### src/rtl/azdft_pkg.sv
// ============================================================================
// azdft_pkg: shared types, constants and twiddle math
// Widths of the azimuthal DFT datapath and the fixed-point sin/cos series
// used to build the twiddle table at elaboration.
// ============================================================================
package azdft_pkg;

    localparam int RING_SAMPLES_DEF = 64;
    localparam int NMODES           = 63;
    localparam int MODE_OFS         = 31;
    localparam int MIDX_W           = 6;
    localparam int SAMPLE_W         = 16;
    localparam int TW_W             = 16;
    localparam int PROD_W           = 32;
    localparam int ACC_W            = 38;
    localparam int GAIN_W           = 16;
    localparam int OUT_W            = 40;

    localparam logic [GAIN_W-1:0] GAIN_RESET = 16'd6434;

    localparam logic [63:0] Q30_ONE     = 64'd1073741824;
    localparam logic [63:0] HALF_PI_Q30 = 64'd1686629713;
    localparam logic [63:0] Q15_MAX     = 64'd32767;

    localparam logic [1:0] QUAD_0 = 2'd0;
    localparam logic [1:0] QUAD_1 = 2'd1;
    localparam logic [1:0] QUAD_2 = 2'd2;

    typedef struct packed {
        logic signed [TW_W-1:0] cos_v;
        logic signed [TW_W-1:0] sin_v;
    } twiddle_t;

    function automatic logic [TW_W-1:0] q30_to_q15(input logic [63:0] v);
        logic [63:0] r;
        r = (v + 64'd16384) >> 15;
        return (r > Q15_MAX) ? Q15_MAX[TW_W-1:0] : r[TW_W-1:0];
    endfunction

    // t is a Q0.32 fraction of a full turn
    function automatic twiddle_t twiddle_of_turn(input logic [31:0] t);
        logic [1:0]             q;
        logic [63:0]            r;
        logic [63:0]            a;
        logic [63:0]            a2;
        logic [63:0]            term;
        logic [63:0]            prod;
        logic [63:0]            sv;
        logic [63:0]            cv;
        logic signed [TW_W-1:0] sq;
        logic signed [TW_W-1:0] cq;
        twiddle_t               tw;
        q  = t[31:30];
        r  = {34'd0, t[29:0]};
        a  = (r * HALF_PI_Q30) >> 30;
        a2 = (a * a) >> 30;

        term = Q30_ONE;
        term = Q30_ONE - ((a2 * term) >> 30) / 64'd156;
        term = Q30_ONE - ((a2 * term) >> 30) / 64'd110;
        term = Q30_ONE - ((a2 * term) >> 30) / 64'd72;
        term = Q30_ONE - ((a2 * term) >> 30) / 64'd42;
        term = Q30_ONE - ((a2 * term) >> 30) / 64'd20;
        term = Q30_ONE - ((a2 * term) >> 30) / 64'd6;
        sv   = (a * term) >> 30;

        term = Q30_ONE;
        term = Q30_ONE - ((a2 * term) >> 30) / 64'd132;
        term = Q30_ONE - ((a2 * term) >> 30) / 64'd90;
        term = Q30_ONE - ((a2 * term) >> 30) / 64'd56;
        term = Q30_ONE - ((a2 * term) >> 30) / 64'd30;
        term = Q30_ONE - ((a2 * term) >> 30) / 64'd12;
        prod = ((a2 * term) >> 30) / 64'd2;
        cv   = (prod >= Q30_ONE) ? 64'd0 : Q30_ONE - prod;

        sq = $signed(q30_to_q15(sv));
        cq = $signed(q30_to_q15(cv));
        case (q)
            QUAD_0: begin
                tw.cos_v = cq;
                tw.sin_v = sq;
            end
            QUAD_1: begin
                tw.cos_v = -sq;
                tw.sin_v = cq;
            end
            QUAD_2: begin
                tw.cos_v = -cq;
                tw.sin_v = -sq;
            end
            default: begin
                tw.cos_v = sq;
                tw.sin_v = -cq;
            end
        endcase
        return tw;
    endfunction

endpackage

### src/rtl/azdft_twiddle_rom.sv
// ============================================================================
// azdft_twiddle_rom: cos/sin table for one ring
// Constant table of Q1.15 twiddles indexed by phase, registered read.
// ============================================================================
module azdft_twiddle_rom #(
    parameter int RING_SAMPLES = azdft_pkg::RING_SAMPLES_DEF
) (
    input  logic                              aclk,
    input  logic                              rd_en,
    input  logic [$clog2(RING_SAMPLES)-1:0]   rd_addr,
    output azdft_pkg::twiddle_t               rd_data
);
    import azdft_pkg::*;

    twiddle_t tab [RING_SAMPLES];
    twiddle_t rd_data_reg;

    for (genvar p = 0; p < RING_SAMPLES; p++) begin : g_tab
        localparam logic [63:0] TURN = (64'(p) << 32) / RING_SAMPLES;
        localparam twiddle_t    TW   = twiddle_of_turn(TURN[31:0]);
        assign tab[p] = TW;
    end

    always_ff @(posedge aclk) begin
        if (rd_en) begin
            rd_data_reg <= tab[rd_addr];
        end
    end

    assign rd_data = rd_data_reg;

endmodule
### config.mk
export PLATFORM = sky130hd
export DESIGN_NAME = azdft_twiddle_rom
export DESIGN_NICKNAME = d
export VERILOG_FILES = /design/src/rtl/azdft_pkg.sv /design/src/rtl/azdft_twiddle_rom.sv
export SDC_FILE = /design/constraint.sdc
export NUM_CORES = 1
export LEC_CHECK = 0
export BUFFER_PORTS_ARGS = -buffer_cell sky130_fd_sc_hd__buf_2
export CORE_MARGIN = 8
export CORE_UTILIZATION = 60
export CTS_BUF_LIST = sky130_fd_sc_hd__clkbuf_16
export CTS_CLUSTER_DIAMETER = 150
export DETAILED_ROUTE_END_ITERATION = 8
export PLACE_DENSITY = 0.94
export SLEW_MARGIN = 15
export SYNTH_ARGS = -nofsm -noshare
export SYNTH_HDL_FRONTEND = slang
export SYNTH_SLANG_ARGS = --single-unit
### constraint.sdc
create_clock -name aclk -period 2.66 [get_ports aclk]
set_clock_uncertainty 0.15 [all_clocks]
set_input_delay 0.399 -clock aclk [delete_from_list [all_inputs] [get_ports aclk]]
set_output_delay 0.399 -clock aclk [all_outputs]
set_load 0.1 [all_outputs]
==> results.toml <==
[yosys]
synth-async-reset-ratio = 0
syn-instance-count = 352
yosysTopAreaCell = "edfxtp_1"
synthTopCellsByArea = "edfxtp_1 (29%), mux4_2 (6.2%), ha_1 (4.6%), o21ai_0 (3.7%), mux4_1 (3.2%)"
yosysWarnings = 0
avgSynthCellArea_um2 = 9.292
post-synth-top-count-cell = "edfxtp_1"
synth_fp_nets = 372
ys.flop_type = "edfxtp_1"
synthesis.area_um2 = 3271
ys_seq_elements = 32
synthTopCellsByCount = "edfxtp_1 (32), o21ai_0 (24), nand2_1 (19)"
synthDistinctLibCells = 68
synth_top_area_frac = 0.2938
synth_edf_count = 32
ys_seq_area_frac = 0.2938

[die]
io_pins = 40
fp-row-count = 27
die_x_um = 89.83
initial_core_util = 0.6089
die-area_um2 = 8069
fp.dieH_um = 89.83
core-area_um2 = 5371

[timing]
report.final.setup_viol = 0
rsz0062_at_grt = "false"
fmax_mhz = 409.2
min_period_ps = 2444
fin_ws_ps = 216.5
hold_viol_final = 0
timing.final.crit_share = 0.9186
finalSetupTns_ps = 0
slew_viol_final = 0
tightest_slew_ps = 720.1
relSlewSlack = 0.5199

[worst_setup_path]
path_class = "in -> reg"
cp_data_required_time_ps = 2520
start_kind = "input pin"
crit_path_cell_trace = "buf_2 > inv_1 > ha_1 > or2_1 > a211oi_1 > o41a_1 > a31oi_1"
endpoint_kind = "register"
cp_slowest_stage_delay_ps = 500
cp_num_buf_inv = 2
slowest_stage = "a211oi_1"
crit_family = "compound AO/OA/AOI/OAI gates"
crit_arrival_ps = 2310
cp_max_fo = 10

[cts]
hold_buffers = 0
cts_tree = "yes"
cts-root-buf = "clkbuf_16"
htreeDepth = 2
clk_pin_slew_ps = 50
cts_setup_buffers = 0
cts_resized = 0
clock_path_buffers = 2
cts_sinks = 32
cts_made_buffers = 5

[hold_path]
min_path_type = "in -> reg"

[power_and_ir_drop]
ir_drop_mv = 0.2767
leakage_nw = 1.437
powerDensity_nw_per_um2 = 578.4
total_power_mw = 2.123

[global_routing]
overflow = 0
antenna_found_initial = 0
grt_usage = 0.2365
grt_max_degree = 35
grt_pass1_vias = 3087
grt_pass1_wl_mm = 15.85

[place]
dp_slack_ps = 84.85
dp.cells = 446
portBuffers = 39
dp_hpwl_mm = 6.581
routabilityCongestion = 1.058

[detailed_routing]
drc_errors = 0
dr.pass1.iters = 7
wl_mm = 9.509
drtIter0Drc = 764
post_drt_wl_per_cell_um = 20.94
via_per_inst = 6.967
antenna_left = 0
vias = 3163

[finish]
diodes = 0
synthToLayoutAreaGrowth_pct = 12.20
fin_cells = 454
largest_reg_flops = 32
fin_nets = 401
utilization = 0.6832
drive_above_1_share = 0.2408

[run_status]
status = "completed"

[run]
cap_violations = 0
## layer usage
metal	share of wire	GRT usage	wire length (um)	vias up
met4	0.045	0.1298	428	0
met3	0.13	0.04572	1220	40
met5	0	0	0	-
met2	0.47	0.3785	4478	262
li1	-	-	-	1409
met1	0.36	0.2924	3381	1452
## cells in the final DEF (no fill, tap or decap), types with 10 or more instances in the layout
| master | Yosys | routed |
|---|---|---|
| o21ai_0 | 24 | 24 |
| a21oi_1 | 11 | 11 |
| buf_2 | 15 | 39 |
| inv_1 | 11 | 13 |
| edfxtp_1 | 32 | 32 |
| a31oi_1 | 12 | 12 |
| nand3_1 | 12 | 12 |
| nand2_1 | 19 | 19 |
| buf_4 | 6 | 20 |
| nand2b_1 | 16 | 16 |
| nor2b_1 | 14 | 14 |
| mux2i_1 | 10 | 10 |
| ha_1 | 12 | 12 |
| nor2_1 | 17 | 17 |
## final cells by class
class / count / area, um^2
Multi-Input combinational cell: 266 / 2024
Fill cell: 389 / 1702
Sequential cell: 32 / 960.9
Timing Repair Buffer: 62 / 405.4
Clock buffer: 5 / 125.1
Tap cell: 72 / 90.09
Inverter: 14 / 52.55
Clock inverter: 3 / 11.26
## kinds of logic after synthesis
family | share of synthesized area
compound gates | 0.2483
simple gates | 0.1886
buf+inv | 0.08722
flops | 0.2938
mux | 0.1282
fa+ha+maj | 0.04591
xor+xnor | 0.008035
## worst paths after layout
check,endpoint,start,slack (ps),cells after the start
hold / removal,rd_data[27],rd_en,570,1
setup / recovery,rd_data[21],rd_addr[1],220,7
## metrics by stage
step | instance area (um^2) | hold WS, ps
global placement | 3533 | 848.0
detailed placement | 3533 | 865.4
global route | 3670 | 602.0
finish | 3670 | 566.2
CTS | 3670 | 584.9
floorplan | 3271 | 361.5
## where the power goes
part | internal, mW | switching, mW | leakage, nW
Combinational | 0.228 | 0.717 | 1.05
Clock | 0.336 | 0.200 | 0.0738
Sequential | 0.630 | 0.0117 | 0.313
Note: power is estimated with default switching activity, not from simulation.
