[config.mk]
export PLATFORM = sky130hd
export DESIGN_NAME = azdft_cell
export DESIGN_NICKNAME = d
export VERILOG_FILES = /design/src/rtl/azdft_pkg.sv /design/src/rtl/azdft_cell.sv
export SDC_FILE = /design/constraint.sdc
export NUM_CORES = 1
export LEC_CHECK = 0
export BUFFER_PORTS_ARGS = -buffer_cell sky130_fd_sc_hd__clkbuf_2
export CORE_ASPECT_RATIO = 1.4
export CORE_MARGIN = 10
export CORE_UTILIZATION = 40
export DETAILED_ROUTE_END_ITERATION = 7
export GPL_TIMING_DRIVEN = 0
export PLACE_DENSITY = 0.82
export SYNTH_ARGS = -nofsm -noshare
export SYNTH_HDL_FRONTEND = slang
export SYNTH_SLANG_ARGS = --single-unit
[constraint.sdc]
create_clock -name aclk -period 0.9 [get_ports aclk]
set_input_delay 0.18 -clock aclk [delete_from_list [all_inputs] [get_ports aclk]]
set_output_delay 0.18 -clock aclk [all_outputs]
set_load 0.03 [all_outputs]
[src/rtl/azdft_pkg.sv]
// ============================================================================
// azdft_pkg: shared types, constants and twiddle math
// Widths of the azimuthal DFT datapath and the fixed-point sin/cos series
// used to build the twiddle table at elaboration.
// ============================================================================
package azdft_pkg;

    localparam int RING_SAMPLES_DEF = 64;
    localparam int NMODES           = 63;
    localparam int MODE_OFS         = 31;
    localparam int MIDX_W           = 6;
    localparam int SAMPLE_W         = 16;
    localparam int TW_W             = 16;
    localparam int PROD_W           = 32;
    localparam int ACC_W            = 38;
    localparam int GAIN_W           = 16;
    localparam int OUT_W            = 40;

    localparam logic [GAIN_W-1:0] GAIN_RESET = 16'd6434;

    localparam logic [63:0] Q30_ONE     = 64'd1073741824;
    localparam logic [63:0] HALF_PI_Q30 = 64'd1686629713;
    localparam logic [63:0] Q15_MAX     = 64'd32767;

    localparam logic [1:0] QUAD_0 = 2'd0;
    localparam logic [1:0] QUAD_1 = 2'd1;
    localparam logic [1:0] QUAD_2 = 2'd2;

    typedef struct packed {
        logic signed [TW_W-1:0] cos_v;
        logic signed [TW_W-1:0] sin_v;
    } twiddle_t;

    function automatic logic [TW_W-1:0] q30_to_q15(input logic [63:0] v);
        logic [63:0] r;
        r = (v + 64'd16384) >> 15;
        return (r > Q15_MAX) ? Q15_MAX[TW_W-1:0] : r[TW_W-1:0];
    endfunction

    // t is a Q0.32 fraction of a full turn
    function automatic twiddle_t twiddle_of_turn(input logic [31:0] t);
        logic [1:0]             q;
        logic [63:0]            r;
        logic [63:0]            a;
        logic [63:0]            a2;
        logic [63:0]            term;
        logic [63:0]            prod;
        logic [63:0]            sv;
        logic [63:0]            cv;
        logic signed [TW_W-1:0] sq;
        logic signed [TW_W-1:0] cq;
        twiddle_t               tw;
        q  = t[31:30];
        r  = {34'd0, t[29:0]};
        a  = (r * HALF_PI_Q30) >> 30;
        a2 = (a * a) >> 30;

        term = Q30_ONE;
        term = Q30_ONE - ((a2 * term) >> 30) / 64'd156;
        term = Q30_ONE - ((a2 * term) >> 30) / 64'd110;
        term = Q30_ONE - ((a2 * term) >> 30) / 64'd72;
        term = Q30_ONE - ((a2 * term) >> 30) / 64'd42;
        term = Q30_ONE - ((a2 * term) >> 30) / 64'd20;
        term = Q30_ONE - ((a2 * term) >> 30) / 64'd6;
        sv   = (a * term) >> 30;

        term = Q30_ONE;
        term = Q30_ONE - ((a2 * term) >> 30) / 64'd132;
        term = Q30_ONE - ((a2 * term) >> 30) / 64'd90;
        term = Q30_ONE - ((a2 * term) >> 30) / 64'd56;
        term = Q30_ONE - ((a2 * term) >> 30) / 64'd30;
        term = Q30_ONE - ((a2 * term) >> 30) / 64'd12;
        prod = ((a2 * term) >> 30) / 64'd2;
        cv   = (prod >= Q30_ONE) ? 64'd0 : Q30_ONE - prod;

        sq = $signed(q30_to_q15(sv));
        cq = $signed(q30_to_q15(cv));
        case (q)
            QUAD_0: begin
                tw.cos_v = cq;
                tw.sin_v = sq;
            end
            QUAD_1: begin
                tw.cos_v = -sq;
                tw.sin_v = cq;
            end
            QUAD_2: begin
                tw.cos_v = -cq;
                tw.sin_v = -sq;
            end
            default: begin
                tw.cos_v = sq;
                tw.sin_v = -cq;
            end
        endcase
        return tw;
    endfunction

endpackage

[src/rtl/azdft_cell.sv]
// ============================================================================
// azdft_cell: one accumulator cell of the mode ring
// Holds one complex accumulator and passes it to its neighbor on shift.
// ============================================================================
module azdft_cell (
    input  logic                                  aclk,
    input  logic                                  aresetn,
    input  logic                                  shift_en,
    input  logic signed [azdft_pkg::ACC_W-1:0]    d_re,
    input  logic signed [azdft_pkg::ACC_W-1:0]    d_im,
    output logic signed [azdft_pkg::ACC_W-1:0]    q_re,
    output logic signed [azdft_pkg::ACC_W-1:0]    q_im
);
    import azdft_pkg::*;

    logic signed [ACC_W-1:0] acc_re_reg;
    logic signed [ACC_W-1:0] acc_im_reg;

    always_ff @(posedge aclk) begin
        if (!aresetn) begin
            acc_re_reg <= '0;
            acc_im_reg <= '0;
        end else if (shift_en) begin
            acc_re_reg <= d_re;
            acc_im_reg <= d_im;
        end
    end

    assign q_re = acc_re_reg;
    assign q_im = acc_im_reg;

endmodule

==> run_results.csv, run 1 <==
group,metric,value,unit
run_status,outcome,"finished with violations",
run_status,violations,"negative setup slack",
floorplan,start_util,41.5,%
final_layout,n_antenna_cell,0,
logic_synthesis,synth_cell_type_count,7,
worst_setup_path,worst_ep_arrival_time,840,ps
worst_setup_path,regToRegSetupSlack,50,ps
detailed_routing,drt-wirelength-per-cell,17.9,µm
logic_synthesis,ys_seq_area_share,52.1,%
floorplan,die_w,92.2,µm
sta,fin_crit,1020,ps
logic_synthesis,synthTopCellsByArea,"dfxtp_1 (52%), mux2i_1 (26%), nor2b_1 (16%)",
floorplan,num_rows,36,
grt,grt_pass1_vias,2718,
clock_network,cts_tree,"done",
worst_hold_path,hold_class,"input pin to flip-flop",
logic_synthesis,ys_ff_latch,76,
final_layout,nNetsFinal,502,
grt,track_usage,16.2,%
placement,dp_hpwl,6210,µm
placement,gp_congestion,0.714,
detailed_routing,ant_nets,0,
logic_synthesis,yosys_warnings,0,
power,finalPower,8150,µW
final_layout,drive_gt1_share,63.1,%
sta,setup_tns,-7760,ps
worst_setup_path,path_depth,1,
logic_synthesis,synth_area,2920,µm²
final_layout,multi_input_area,1240,µm²
worst_setup_path,crit_path_start_kind,"flip-flop",
flow_run,cap_violations,0,
clock_network,clockRootBuffer,"clkbuf_8",
clock_network,insertion_delay,350,ps
sta,setup_viol,76,
power,p_leak,0.00235,µW
worst_setup_path,critPathCapture,"q_im[29]",
logic_synthesis,syn_inst,245,
worst_setup_path,cp_slowest_stage_delay,360,ps
clock_network,clk_path_buf_depth,2,
sta,setup_ws,-123,ps
sta,hold_viol,0,
floorplan,die_y,121,µm
power,power.density,1640,nW/µm²
worst_setup_path,critical-path-top-delay-family,"flip-flops",
worst_setup_path,path_cells,"buf_8",
grt,grt.overflow.total,0,
floorplan,io_pins,155,
clock_network,clock_sinks,76,
sta,finClkSkew,0,ps
clock_network,cts.reportedPaths.clkPinSlew,90,ps
logic_synthesis,synth_fp_nets,324,
sta,worst_slew_pin_slew,342,ps
logic_synthesis,synth_largest_area_cell,"dfxtp_1",
floorplan,core,7030,µm²
final_layout,final.fill_count,485,
final_layout,postLayoutCoreUtil,70.7,%
worst_setup_path,crit_required,720,ps
worst_setup_path,rr_endpoint,"q_im[22]",
detailed_routing,drt-total-wl,9350,µm
logic_synthesis,synthArstFlopShare,0,%
sta,max-slew-margin-rel,77.2,%
floorplan,die_area,11200,µm²
detailed_routing,remaining_drc_errors,0,
clock_network,holdBufCountCts,0,
sta,drv_slew,0,
clock_network,cts_made_buffers,9,
worst_setup_path,path_class,"flip-flop to output pin",
placement,io_buffers,152,
sta,final.period_utilization,114,%
worst_setup_path,critical_path.endpoint_type,"output pin",
worst_setup_path,cp-startpoint,"q_im[29]",
worst_setup_path,cp_slowest_cell,"dfxtp_2",
logic_synthesis,synth_top_area_share,52.1,%
grt,antenna_found_initial,0,
worst_setup_path,path_max_fanout,2,
detailed_routing,num_vias,2415,
detailed_routing,drt_first_pass_iters,4,
worst_setup_path,r2r-start,"q_im[22]",
detailed_routing,drtIter0Drc,57,
logic_synthesis,synthTopCellsByCount,"dfxtp_1 (76), mux2i_1 (76), nor2b_1 (76), clkbuf_1 (7), buf_12 (5)",
worst_setup_path,cp_num_buf_inv,1,
final_layout,seq_area,1620,µm²
logic_synthesis,synth_edf_count,0,
clock_network,htreeDepth,3,
final_layout,syn2layout_area_growth,70.1,%
detailed_routing,vias_per_cell,4.62,
grt,grt_pass1_wl,14400,µm
sta,rsz0062_at_grt,"true",
grt,grt_start_max_net_pins,14,
logic_synthesis,synth.avg_cell_area,11.9,µm²
worst_setup_path,rr_worst_depth,3,
power,ir_drop,1.20,mV
logic_synthesis,synth_ff_type,"dfxtp_1",
sta,fmax,978,MHz
## layer usage
metal | GRT usage (%) | wire [µm] | vias to the layer above
met5 | 0 | 0 | -
met4 | 6.29 | 184 | 0
met3 | 9.41 | 1020 | 14
met2 | 28.8 | 4930 | 109
met1 | 14.8 | 3220 | 1129
li1 | - | - | 1163
## cell usage in the layout (no fill, tap or decap)
cell	count
bufinv_16	1
buf_12	5
clkbuf_8	9
clkbuf_2	77
clkbuf_1	7
dfxtp_2	76
buf_4	18
mux2i_2	1
buf_8	76
nor2b_1	76
clkinv_2	3
buf_6	1
clkinvlp_4	3
mux2i_1	75
## power by group
group | switching, µW | internal [µW]
Sequential | 184 | 3610
Combinational | 837 | 977
Clock | 1280 | 1260
Total | 2300 | 5850
## area by class of cell
type                    count  area share [%]
plain buffers              17            3.33
repair buffers            167            32.9
multi-input cells         152            25.0
clock inverters             7            1.36
flip-flops and latches     76            32.6
well taps                  95            2.39
clock buffers               9            2.49
## registers in the layout, indices dropped and copies added (netlist names)
name and cells:
q_im 38, q_re 38
## worst min path at each step
stage | start | end | slack (ps) | cells past startpoint
after global routing | d_im[9] | q_im[9] | 60 | 3
after detailed placement | d_im[9] | q_im[9] | 450 | 3
after floorplan | d_im[0] | q_im[0] | 350 | 2
after CTS | d_im[37] | q_im[37] | 70 | 3
after global placement | d_im[25] | q_im[25] | 440 | 3
final | d_im[9] | q_im[9] | 90 | 3
## timing repair
item                       4_1_cts  5_1_grt
gates resized for setup        228       77
pin swaps                        0        0
setup endpoints to repair       76       76
setup buffers                    3       12
## stage by stage
step / instance area, µm² / hold WS (ps) / setup slack (ps) / instances
floorplan: 2920 / 349 / 22.8 / 245
detailed placement: 3800 / 448 / -103 / 492
finish: 4970 / 89.6 / -123 / 523
global placement: 3800 / 435 / -48.4 / 492
CTS: 4780 / 66.7 / -152 / 511
global route: 4970 / 61.8 / -178 / 523
## logic make-up after synthesis
kind of cell / after synthesis / share of synthesized area (%)
multiplexers: 76 / 26.1
flip-flops: 76 / 52.1
AND/OR/NAND/NOR: 76 / 16.3
buffers and inverters: 17 / 5.53
(Power assumes the default switching activity.)
==> run 2: changes to the inputs <==
--- a/config.mk
+++ b/config.mk
@@ -8,10 +8,10 @@
 export BUFFER_PORTS_ARGS = -buffer_cell sky130_fd_sc_hd__clkbuf_2
 export CORE_ASPECT_RATIO = 1.4
 export CORE_MARGIN = 10
-export CORE_UTILIZATION = 40
+export CORE_UTILIZATION = 44
 export DETAILED_ROUTE_END_ITERATION = 7
 export GPL_TIMING_DRIVEN = 0
-export PLACE_DENSITY = 0.82
+export PLACE_DENSITY = 0.86
 export SYNTH_ARGS = -nofsm -noshare
 export SYNTH_HDL_FRONTEND = slang
 export SYNTH_SLANG_ARGS = --single-unit
==> constraint.sdc (replaced) <==
create_clock -name aclk -period 1.02 [get_ports aclk]
set_input_delay 0.204 -clock aclk [delete_from_list [all_inputs] [get_ports aclk]]
set_output_delay 0.204 -clock aclk [all_outputs]
set_load 0.03 [all_outputs]
==> run 2 against run 1 <==
Routed wire length shrank 3.3%; critical path depth is the same; clock power shrank 28%; highest routed layer unchanged; the run now ends clean; clock-buffer cell count grew 1; global-route usage grew 0.45 points; worst setup slack gained 130 ps; sequential share of layout area grew 0.69 points; non-clock buffer count shrank 3; total power shrank 17%; combinational power shrank 13%; hold slack gained 44 ps; first-iteration DRC count grew 39%.
==> run_results.csv, run 2 (same netlist as run 1, synthesis figures left out) <==
group,metric,value,unit
sta,setup_viol,0,
clock_network,insertion_delay,320,ps
grt,grt_most_used_layer,"met2",
sta,rsz0062_at_grt,"true",
worst_setup_path,rr_worst_depth,4,
sta,worst_slew_pin_slew,361,ps
placement,placed_cells,471,
clock_network,cts.reportedPaths.clkPinSlew,70,ps
worst_setup_path,cp_slowest_stage_delay,360,ps
clock_network,cts_made_buffers,9,
placement,io_buffers,152,
grt,grt.overflow.total,0,
detailed_routing,ant_nets,0,
floorplan,num_rows,35,
worst_setup_path,cp_slowest_cell,"dfxtp_2",
grt,grt_pass1_wl,13200,µm
worst_hold_path,hold_end,"q_im[4]",
detailed_routing,drt_first_pass_iters,4,
detailed_routing,num_vias,2376,
floorplan,die_y,116,µm
worst_setup_path,worst_ep_arrival_time,810,ps
sta,hold_ws,133,ps
power,ir_drop,0.940,mV
worst_hold_path,hold_class,"input pin to flip-flop",
grt,grt_pass1_vias,2652,
final_layout,drive_gt1_share,62.1,%
worst_setup_path,path_class,"flip-flop to output pin",
clock_network,clockRootBuffer,"clkbuf_8",
final_layout,n_antenna_cell,0,
power,power.density,1390,nW/µm²
final_layout,nNetsFinal,499,
detailed_routing,drtIter0Drc,79,
clock_network,htreeDepth,3,
worst_setup_path,r2r-start,"q_re[17]",
worst_setup_path,rr_endpoint,"q_re[17]",
clock_network,cts_tree,"done",
detailed_routing,remaining_drc_errors,0,
worst_hold_path,min_from,"d_im[4]",
worst_setup_path,regToRegSetupSlack,170,ps
grt,grtUsageMet1,15.2,%
placement,gp_congestion,0.740,
floorplan,core,6530,µm²
flow_run,cap_violations,0,
detailed_routing,vias_per_cell,4.79,
floorplan,start_util,44.7,%
sta,final.period_utilization,99.7,%
grt,grt_start_max_net_pins,12,
clock_network,clk_path_buf_depth,2,
final_layout,final.fill_count,433,
grt,grt_use_met2,31.3,%
worst_setup_path,critical-path-top-delay-family,"flip-flops",
final_layout,layout_common_cells,"clkbuf_2 (77), mux2i_1 (76), nor2b_1 (76), buf_8 (76), dfxtp_2 (76)",
floorplan,io_pins,155,
final_layout,final_common_cell,"clkbuf_2",
placement,dp_hpwl,5770,µm
detailed_routing,drt-wirelength-per-cell,18.2,µm
floorplan,die_w,88.8,µm
worst_hold_path,whs_path_depth,3,
final_layout,final_cell_count_no_fill,496,
sta,finClkSkew,0,ps
detailed_routing,drt-total-wl,9050,µm
sta,fin_crit,1020,ps
final_layout,syn2layout_area_growth,66.6,%
sta,hold_viol,0,
run_status,outcome,"finished clean",
worst_setup_path,crit_path_start_kind,"flip-flop",
grt,met3_usage,7.82,%
sta,drv_slew,0,
worst_setup_path,critical_path.endpoint_type,"output pin",
floorplan,die_area,10300,µm²
sta,max-slew-margin-rel,76.0,%
worst_setup_path,path_cells,"buf_8",
clock_network,clock_sinks,76,
sta,fmax,983,MHz
grt,track_usage,16.6,%
worst_setup_path,cp_num_buf_inv,1,
worst_setup_path,path_max_fanout,2,
worst_setup_path,crit_required,820,ps
power,p_leak,0.00232,µW
grt,antenna_found_initial,0,
run 2: changes by cell type in the layout (fill, tap and decap cells not counted), sizes merged:
cell      before  now
buf          100   97
bufinv         1    0
clkinvlp       3    1
clkinv         3    2
clkbuf        93   94
run 2: layout make-up:
cell class                 count  area [µm²]  share of cell area [%]
buffer                        17         161                    3.32
clock buffer                  10         128                    2.62
clock inverter                 3        17.5                   0.360
multi-input combinational    152        1240                    25.4
sequential                    76        1620                    33.2
tap                           74        92.6                    1.90
timing repair buffer         164        1610                    33.1
run 2: metrics by stage:
| stage | cell area, µm² | power, µW | TNS, ps | util, % | worst slack (ps) |
|---|---|---|---|---|---|
| 2_1_floorplan | 2920 | 4080 | 0 | - | 92.5 |
| 3_3_place_gp | 3770 | 4450 | 0 | 57.8 | 27.1 |
| 3_5_place_dp | 3770 | 4480 | -0.334 | 57.8 | -0.334 |
| 4_1_cts | 4710 | 6640 | -1250 | 72.2 | -36.8 |
| 5_1_grt | 4860 | 7090 | -2730 | 74.5 | -57.2 |
| 6_report | 4860 | 6760 | 0 | 74.5 | 3.13 |
run 2: worst max path at each step:
| stage | from | end | slack (ps) | depth (start not counted) |
|---|---|---|---|---|
| floorplan | shift_en | q_im[33] | 90 | 5 |
| CTS | q_re[27] | q_re[27] | -40 | 1 |
| global placement | shift_en | q_im[34] | 30 | 5 |
| finish | q_re[3] | q_re[3] | 3 | 1 |
| global route | q_re[3] | q_re[3] | -60 | 1 |
| detailed placement | shift_en | q_re[25] | -0.3 | 5 |
run 2: routing by layer:
| layer | wire [µm] | vias to the layer above |
|---|---|---|
| li1 | - | 1154 |
| met1 | 3010 | 1131 |
| met2 | 5180 | 84 |
| met3 | 747 | 7 |
| met4 | 110 | 0 |
| met5 | 0 | - |
run 2: where the power goes:
group	internal [µW]	switching [µW]
registers	3180	162
clock network	836	999
logic	851	729
total	4870	1890
run 2: repair_timing:
item | in CTS | in global routing
gates resized for setup | 228 | 76
hold buffers | 0 | 0
buffers inserted | 4 | 8
pin swaps | 0 | 0
endpoints found under the setup margin | 76 | 76
==> run 3: changes to the inputs <==
--- a/config.mk
+++ b/config.mk
@@ -12,6 +12,7 @@
 export DETAILED_ROUTE_END_ITERATION = 7
 export GPL_TIMING_DRIVEN = 0
 export PLACE_DENSITY = 0.86
+export RECOVER_POWER = 25
 export SYNTH_ARGS = -nofsm -noshare
 export SYNTH_HDL_FRONTEND = slang
 export SYNTH_SLANG_ARGS = --single-unit
==> run 3 against run 2 <==
Clock skew did not move; routed wire length hardly changed; global-route usage unchanged; total power barely moved; via count about the same; sequential cell count stayed put; design area about the same; register-to-register slack about the same; largest cell class unchanged; highest routed layer unchanged.
==> run_results.csv, run 3 (same netlist as run 1, synthesis figures left out) <==
group,metric,value,unit
grt,grt.overflow.total,0,
sta,hold_viol,0,
worst_setup_path,rr_endpoint,"q_re[17]",
clock_network,htreeDepth,3,
detailed_routing,drt-total-wl,9050,µm
detailed_routing,drtIter0Drc,80,
final_layout,final.fill_count,434,
floorplan,io_pins,155,
worst_setup_path,cp_slowest_stage_delay,360,ps
run_status,outcome,"finished clean",
sta,hold_ws,131,ps
worst_setup_path,critical-path-top-delay-family,"flip-flops",
power,p_leak,0.00231,µW
worst_setup_path,regToRegSetupSlack,170,ps
final_layout,syn2layout_area_growth,66.6,%
clock_network,cts.reportedPaths.clkPinSlew,70,ps
clock_network,cts_made_buffers,9,
grt,grt_start_max_net_pins,12,
final_layout,multi_input_area,1240,µm²
final_layout,drive_gt1_share,61.8,%
detailed_routing,num_vias,2374,
sta,rsz0062_at_grt,"true",
floorplan,core,6530,µm²
worst_setup_path,cp_num_buf_inv,1,
worst_setup_path,critPathCapture,"q_re[3]",
worst_setup_path,cp_slowest_cell,"dfxtp_2",
floorplan,die_y,116,µm
floorplan,start_util,44.7,%
placement,dp_hpwl,5770,µm
final_layout,nNetsFinal,499,
power,ir_drop,0.940,mV
worst_setup_path,path_class,"flip-flop to output pin",
final_layout,layout_common_cells,"mux2i_1 (76), nor2b_1 (76), clkbuf_2 (76), buf_8 (76), dfxtp_2 (76)",
floorplan,num_rows,35,
worst_hold_path,hold_class,"input pin to flip-flop",
grt,antenna_found_initial,0,
detailed_routing,ant_nets,0,
worst_setup_path,worst_ep_arrival_time,820,ps
grt,grt_pass1_wl,13200,µm
sta,worst_slew_pin_slew,468,ps
final_layout,n_antenna_cell,0,
worst_hold_path,whs_path_depth,3,
floorplan,die_w,88.8,µm
detailed_routing,vias_per_cell,4.79,
clock_network,clockRootBuffer,"clkbuf_8",
final_layout,postLayoutCoreUtil,74.5,%
grt,track_usage,16.6,%
worst_setup_path,path_depth,1,
sta,setup_viol,0,
worst_setup_path,cp-startpoint,"q_re[3]",
flow_run,cap_violations,0,
power,power.density,1390,nW/µm²
worst_setup_path,critical_path.endpoint_type,"output pin",
worst_setup_path,crit_path_start_kind,"flip-flop",
worst_setup_path,crit_required,820,ps
clock_network,holdBufCountCts,0,
sta,drv_slew,0,
detailed_routing,drt_first_pass_iters,4,
sta,fin_crit,1020,ps
worst_setup_path,rr_worst_depth,4,
placement,io_buffers,152,
detailed_routing,remaining_drc_errors,0,
detailed_routing,drt-wirelength-per-cell,18.2,µm
placement,gp_congestion,0.740,
clock_network,insertion_delay,320,ps
sta,final.period_utilization,100,%
clock_network,clk_path_buf_depth,2,
clock_network,clock_sinks,76,
sta,finClkSkew,0,ps
sta,max-slew-margin-rel,68.8,%
sta,fmax,981,MHz
worst_setup_path,r2r-start,"q_re[17]",
grt,grt_pass1_vias,2652,
worst_setup_path,path_cells,"buf_8",
worst_setup_path,path_max_fanout,2,
final_layout,seq_area,1620,µm²
floorplan,die_area,10300,µm²
clock_network,cts_tree,"done",
==> run 3: cell types whose count changed in the layout (fill, tap and decap cells not counted) <==
cell / delta
clkbuf_1: +1
clkbuf_2: -1
==> run 3: worst min path at each step <==
stage                        start        to  slack (ps)
after floorplan            d_im[0]   q_im[0]         370
after global placement    d_im[30]  q_im[30]         460
after detailed placement   d_im[8]   q_im[8]         470
after CTS                 d_re[15]  q_re[15]         110
after global routing       d_im[4]   q_im[4]         110
final                      d_im[4]   q_im[4]         130
==> run 3: metrics by stage <==
stage | worst slack, ps | area [µm²] | instances | TNS, ps | power (µW)
2_1_floorplan | 92.5 | 2920 | 245 | 0 | 4080
3_3_place_gp | 27.1 | 3770 | 471 | 0 | 4450
3_5_place_dp | -0.334 | 3770 | 471 | -0.334 | 4480
4_1_cts | -36.8 | 4710 | 488 | -1250 | 6640
5_1_grt | -57.2 | 4860 | 496 | -2730 | 7090
6_report | 0.162 | 4860 | 496 | 0 | 6760
==> run 3: cell type report <==
cell class | instances | share of cell area, %
flip-flops and latches | 76 | 33.2
repair buffers | 164 | 33.1
multi-input cells | 152 | 25.4
plain buffers | 17 | 3.29
clock buffers | 10 | 2.62
well taps | 74 | 1.90
clock inverters | 3 | 0.360
==> run 3: what timing repair did <==
action	in CTS	in global routing
gates resized for setup	228	76
buffers inserted	4	8
setup endpoints to repair	76	76
hold endpoints to repair	0	0
==> run 3: layer usage <==
metal / global-route usage (%) / wire [µm] / vias up
met5: 0 / 0 / -
met4: 4.86 / 119 / 0
met3: 7.82 / 746 / 7
met2: 31.3 / 5180 / 85
met1: 15.2 / 3000 / 1128
li1: - / - / 1154
==> run 3: report_power, final <==
part           switching, µW  internal [µW]
clock network           1000            835
logic                    729            851
registers                162           3180
total                   1890           4870
